**config.mk**
```make
export PLATFORM = sky130hd
export DESIGN_NAME = ssht_div
export DESIGN_NICKNAME = d
export VERILOG_FILES = /design/src/ssht_pkg.sv /design/src/ssht_div.sv
export SDC_FILE = /design/constraint.sdc
export NUM_CORES = 2
export LEC_CHECK = 0
export BUFFER_PORTS_ARGS = -buffer_cell sky130_fd_sc_hd__buf_2
export CAP_MARGIN = 20
export CORE_MARGIN = 1.5
export CORE_UTILIZATION = 64
export DETAILED_ROUTE_END_ITERATION = 12
export PLACE_DENSITY = 0.81
export SKIP_LAST_GASP = 1
export SLEW_MARGIN = 5
export SYNTH_ARGS = -nofsm -noshare
export SYNTH_HDL_FRONTEND = slang
export SYNTH_SLANG_ARGS = --single-unit
```
**constraint.sdc**
```tcl
create_clock -name clk -period 57.5 [get_ports clk]
set_input_delay 2.875 -clock clk [delete_from_list [all_inputs] [get_ports clk]]
set_output_delay 2.875 -clock clk [all_outputs]
set_load 0.05 [all_outputs]
```
**src/ssht_pkg.sv**
```systemverilog
// Shared types for the swept sphere hit test pipeline.
package ssht_pkg;

  // Control that travels with each request through every stage
  typedef struct packed {
    logic valid;
    logic miss;
  } ssht_ctl_t;

endpackage

```
**src/ssht_div.sv**
```systemverilog
// Range check and restoring division (h*2^F - ceil sqrt) / a, one quotient bit a stage.
module ssht_div #(
  parameter int AW = 50,
  parameter int F  = 12
) (
  input  logic                clk,
  input  logic                rst,
  input  ssht_pkg::ssht_ctl_t ctl_i,
  output logic                in_ready,
  input  logic [AW+F-1:0]     root_i,
  input  logic                remnz_i,
  input  logic [AW-1:0]       a_i,
  input  logic [AW-1:0]       h_i,
  output logic                out_valid,
  input  logic                out_ready,
  output logic                hit,
  output logic [F:0]          hit_time
);
  import ssht_pkg::*;

  localparam int NW = AW + F + 1;

  ssht_ctl_t c0;
  ssht_ctl_t cc [F+1];
  logic [NW-1:0] n0;
  logic [AW-1:0] a0;
  logic [NW-1:0] rm [F+1];
  logic [F:0]    q [F+1];
  logic [AW-1:0] ca [F+1];
  logic [NW-1:0] hfv, af, t1;
  logic adv;

  assign adv      = !cc[F].valid || out_ready;
  assign in_ready = adv;

  // Numerator and the check for contact after the end of the sweep
  always_comb begin
    hfv = {1'b0, h_i, {F{1'b0}}};
    af  = {1'b0, a_i, {F{1'b0}}};
    t1  = hfv - NW'(root_i);
  end

  always_ff @(posedge clk) begin
    if (rst) begin
      c0 <= '0;
    end else if (adv) begin
      c0 <= '{valid: ctl_i.valid, miss: ctl_i.miss || (t1 > af)};
    end
  end

  always_ff @(posedge clk) begin
    if (adv) begin
      n0 <= t1 - NW'(remnz_i);
      a0 <= a_i;
    end
  end

  for (genvar j = 0; j <= F; j++) begin : g_step
    ssht_ctl_t p_ctl;
    logic [NW-1:0] p_rm, dvs;
    logic [F:0] p_q;
    logic [AW-1:0] p_a;
    logic ge;

    if (j == 0) begin : g_first
      assign p_ctl = c0;
      assign p_rm  = n0;
      assign p_q   = '0;
      assign p_a   = a0;
    end else begin : g_next
      assign p_ctl = cc[j-1];
      assign p_rm  = rm[j-1];
      assign p_q   = q[j-1];
      assign p_a   = ca[j-1];
    end

    // Subtract the shifted divisor when it fits
    assign dvs = NW'(p_a) << (F - j);
    assign ge  = p_rm >= dvs;

    always_ff @(posedge clk) begin
      if (rst) begin
        cc[j] <= '0;
      end else if (adv) begin
        cc[j] <= p_ctl;
      end
    end

    always_ff @(posedge clk) begin
      if (adv) begin
        rm[j] <= ge ? p_rm - dvs : p_rm;
        q[j]  <= {p_q[F-1:0], ge};
        ca[j] <= p_a;
      end
    end
  end

  assign out_valid = cc[F].valid;
  assign hit       = !cc[F].miss;
  assign hit_time  = cc[F].miss ? '0 : q[F];

endmodule

```
Yosys cells after proc, flatten, opt, wreduce, memory -nomap -nowiden
Memory sizes are Yosys's and may differ from the RTL's.
Index checks and enable logic that the tools add are counted.
Operators by class
  reductions and logical operators: 4
  bitwise gates (word level): 13
  magnitude comparators: 14
  add/subtract/negate cells: 15
  mux-type cells: 33
Operators with widths (count)
  63-bit 2-to-1 mux: 13
  63-bit by 50-bit >= comparator with 1-bit output: 1
  63-bit by 51-bit >= comparator with 1-bit output: 1
  63-bit by 52-bit >= comparator with 1-bit output: 1
  63-bit by 53-bit >= comparator with 1-bit output: 1
  63-bit by 54-bit >= comparator with 1-bit output: 1
  63-bit by 55-bit >= comparator with 1-bit output: 1
  63-bit by 56-bit >= comparator with 1-bit output: 1
  63-bit by 57-bit >= comparator with 1-bit output: 1
  63-bit by 58-bit >= comparator with 1-bit output: 1
  63-bit by 59-bit >= comparator with 1-bit output: 1
  63-bit by 60-bit >= comparator with 1-bit output: 1
  63-bit by 61-bit >= comparator with 1-bit output: 1
  63-bit by 62-bit >= comparator with 1-bit output: 1
  63-bit by 62-bit greater-than comparator with 1-bit output: 1
  62-bit by 62-bit subtractor with 63-bit output: 1
  63-bit by 1-bit subtractor with 63-bit output: 1
  63-bit by 50-bit subtractor with 63-bit output: 1
  63-bit by 51-bit subtractor with 63-bit output: 1
  63-bit by 52-bit subtractor with 63-bit output: 1
  63-bit by 53-bit subtractor with 63-bit output: 1
  63-bit by 54-bit subtractor with 63-bit output: 1
  63-bit by 55-bit subtractor with 63-bit output: 1
  63-bit by 56-bit subtractor with 63-bit output: 1
  12 further kinds: 43
Word-level totals
  bits of input ports: 168
  memories: 4
  logic and storage cells: 87
  bits in writable memories: 1664
  output and inout bits: 16
  register bits: 115
Memory list
  rm: words 13, bits a word 63, read ports 12, clocked after memory_dff 0, wr ports 13, RTL line ssht_div.sv:27  | logic [NW-1:0] rm [F+1];
  ca: words 13, bits a word 50, read ports 12, clocked after memory_dff 0, wr ports 13, RTL line ssht_div.sv:29  | logic [AW-1:0] ca [F+1];
  q: words 13, bits a word 13, read ports 13, clocked after memory_dff 0, wr ports 13, RTL line ssht_div.sv:28  | logic [F:0] q [F+1];
  cc: words 13, bits a word 2, read ports 13, clocked after memory_dff 0, wr ports 13, RTL line ssht_div.sv:24  | ssht_ctl_t cc [F+1];

Logic depth before layout (Yosys ltp)
An unclocked memory read counts as a cell.
  depth after elaboration: 7
  mapped depth: 24
  depth with buffers taken out: 23

Worst setup path after synthesis
Ideal clock, no wire load.
  path type: input port to flip-flop
  start: input out_ready
  end: memory cc[0][0] (netlist name), enable pin
  buffers on the path: 1
  data arrival time: 50.524 ns
  data required time: 57.122 ns
  path slack: 6.598 ns
  setup time: 0.378 ns
  stages on the path: 3
  path through: nand2b_1 -> clkbuf_1 -> or2_2
RTL lines
  from (decl): RTL line ssht_div.sv:15  | input logic out_ready,
  to (decl): RTL line ssht_div.sv:24

Worst setup path in the final report
  start: input root_i[14]
  end: register c0[0] (netlist name)
On the way
  word-level cells in the longest chain between the ends: 3
RTL lines
  from (decl): RTL line ssht_div.sv:10  | input logic [AW+F-1:0] root_i,
  62-bit by 62-bit subtractor with 63-bit output: RTL line ssht_div.sv:40  | t1 = hfv - NW'(root_i);
  63-bit by 62-bit greater-than comparator with 1-bit output: RTL line ssht_div.sv:47  | c0 <= '{valid: ctl_i.valid, miss: ctl_i.miss || (t1 > af)};
  1-bit logical OR: RTL line ssht_div.sv:47
  to (signal assigned): RTL line ssht_div.sv:47
  to (decl): RTL line ssht_div.sv:23  | ssht_ctl_t c0;
Every way passes these cells.
A chain may end at the register's enable or synchronous reset.

==> metrics.txt <==
first-pass detailed-route iteration total=6; starting density of the core=64.68%; core area=148200 µm²; routed vias/inst=5.946; WL per Instance=18.44 µm; Critical Path RT=58.12 ns; Clock Skews=0.03434 ns; DIE HEIGHT=390 µm; clock buffer depth=3; Worst setup EP type=register; Hold Crit Class=reg2reg; dpl cells=11120; met1 Usage GRT=28.80%; peak supply drop=0.00003872 V; Final Util=70.12%; commonest non-fill, non-tap cell in the layout=edfxtp_1; chip width=390 µm; kind of critical path=in2reg; Post-synth ARST share=0%; synthesized instance count=9182; Final Slew Violations=0; Synth Area in Adders=10.06%; Mapped Nets=10110; IO Pins=184; GR Layer Usage met2=49.88%; CTS resizes=0; f_max=118.4 MHz; GRT Total Usage=27.25%; total gr overflow=0; Num CTS Buffers=164; #FFs+latches synth=1588; Die Area=152100 µm²; setup slack after layout=49.05 ns; status=finished clean; LEAKAGE=44.38 nW; main combinational cell family by area after synthesis=compound AO/OA/AOI/OAI gates; Clk pin slew, worst setup/hold paths=0.06 ns; Post-synth EDFFs=1586; Final Total Pwr=5.467 mW; Synth area leader=edfxtp_1; post-synthesis xor/xnor area fraction=6.387%; period utilization=14.69%; GR Util met3=3.539%; vias in the first global route=66990; Syn. warnings=0; most frequent cells in the layout=1586 x edfxtp_1, 944 x inv_1, 871 x a21oi_1; Area Overhead vs Synth=8.409%; top cell type's share of synthesized area=49.69%; Worst Path Arrival=9.07 ns; CP startpoint kind=input pin; post-synthesis simple-gate area fraction=12.02%; Power Dens Cells=52.61 nW/µm²; # hold bufs at CTS=0; Synth Area in Compound Gates=15.92%; RSZ-0062 raised after global routing=false; Tmin final=8.449 ns; pre-CTS setup slack=48.14 ns; Netlist cell types=104; first-pass GRT wire length=331.5 mm; final hold vios=0; global route hottest layer=met2; Placed Area=98780 µm²; Post-Syn Area=95850 µm²; slew margin rel.=20.94%; Setup Fix Bufs, Post-CTS=0; ANT nets after route=0; Layout fillers=10830; post-synthesis mux area share=1.270%; ys flop type=edfxtp_1; initial antenna violation count=14; share of cells above drive strength 1=6.814%; largest net degree at the start of global routing=182; Clock Latency Late Sink=0.81 ns; Worst Path Max Fanout=9; Final setup viols=0; row count=141; Non-Filler Instances=11420; via count=67900; number of max-cap violations=0; Post-Route WL=210.5 mm; syn_area_per_cell=10.44 µm²; Root Driver=clkbuf_16; Finished Cell Area=103900 µm²; CTS Sinks=1588; dpl hpwl=163.7 mm; Worst-Margin Slew=1.175 ns; Synth area leaders=edfxtp_1 50%, ha_1 9.8%, a21oi_1 4.5%, xnor2_1 3.7%, inv_1 3.7%; Initial DRC Count=4490; GPL Wtd Cong=0.9419; layout net count=10290; Setup TNS=0 ns; H-tree Lvls=4; sequential area share after synthesis=49.73%; drt drc=0; CTS tree=done; Port Buf Inserts=183; Final Hold Slack=0.4135 ns
==> metal layers <==
layer	part of all wire (%)	wire length, µm	vias up
li1	-	-	33660
met1	38	79560	31530
met2	50	105900	2030
met3	4.1	8621	657
met4	7.8	16370	12
met5	0.033	69	-
==> path summary, 6_finish.rpt <==
check	startpoint	to	slack (ns)	cells past startpoint
worst max-delay path	root_i[14]	c0[0]	49.05	22
worst min-delay path	q[0][40]	q[0][54]	0.41	0
worst max register to register	ca[0][0]	rm[0][85]	51.50	16
worst min register to register	q[0][40]	q[0][54]	0.41	0
==> synthesized netlist by cell type, drive strengths merged, types with 153 or more instances <==
cell and n:
nor3 153, nand2 657, a21oi 873, a21o 426, xor2 287, nand3 163
xnor2 409, o21ai 587, nor2 659, inv 945, ha 751, clkbuf 183
edfxtp 1586
==> registers in the layout (all words and copies together) (netlist names) <==
signal and count:
a0 50, c0 2, ca 600, cc 26
g_step.p_rm 63, q 91, rm 756
==> power by group <==
part	internal, mW	switching (mW)
registers	1.76	0.197
logic	1.09	1.40
clock network	0.589	0.424
total	3.44	2.02
==> logic make-up after synthesis <==
group	after synthesis
AOI/OAI and AO/OA	2486
buffers and inverters	1166
muxes	109
and+or+nand+nor	2373
adders and majority gates	764
xor gates and xnor gates	696
DFF	1588
==> final cells by class <==
type / count / area, µm² / area share, %
Tap cell: 1930 / 2415 / 2.324
Clock buffer: 204 / 4318 / 4.155
Multi-Input combinational cell: 6428 / 43860 / 42.21
Timing Repair Buffer: 228 / 1282 / 1.234
Clock inverter: 87 / 799.5 / 0.7694
Sequential cell: 1588 / 47670 / 45.87
Antenna cell: 8 / 20.02 / 0.01927
Inverter: 946 / 3551 / 3.417
==> worst max-delay path, cell delays in order <==
cell	delay, ns
buf_2	0.07
inv_1	0.03
ha_1	0.46
a211oi_1	0.16
o21ai_0	0.44
nand3_1	0.23
nor4_1	0.56
o31ai_2	0.24
o31ai_1	0.66
o211ai_1	0.26
o21a_1	0.24
o21ai_0	0.27
a21o_1	0.16
a21oi_1	0.07
xnor2_1	0.18
ha_1	0.32
nand4_1	0.34
a2111o_1	0.46
nor3_1	0.60
a21oi_1	0.15
o32ai_1	0.15
a311oi_1	0.12
Note: power is estimated with default switching activity, not from simulation.
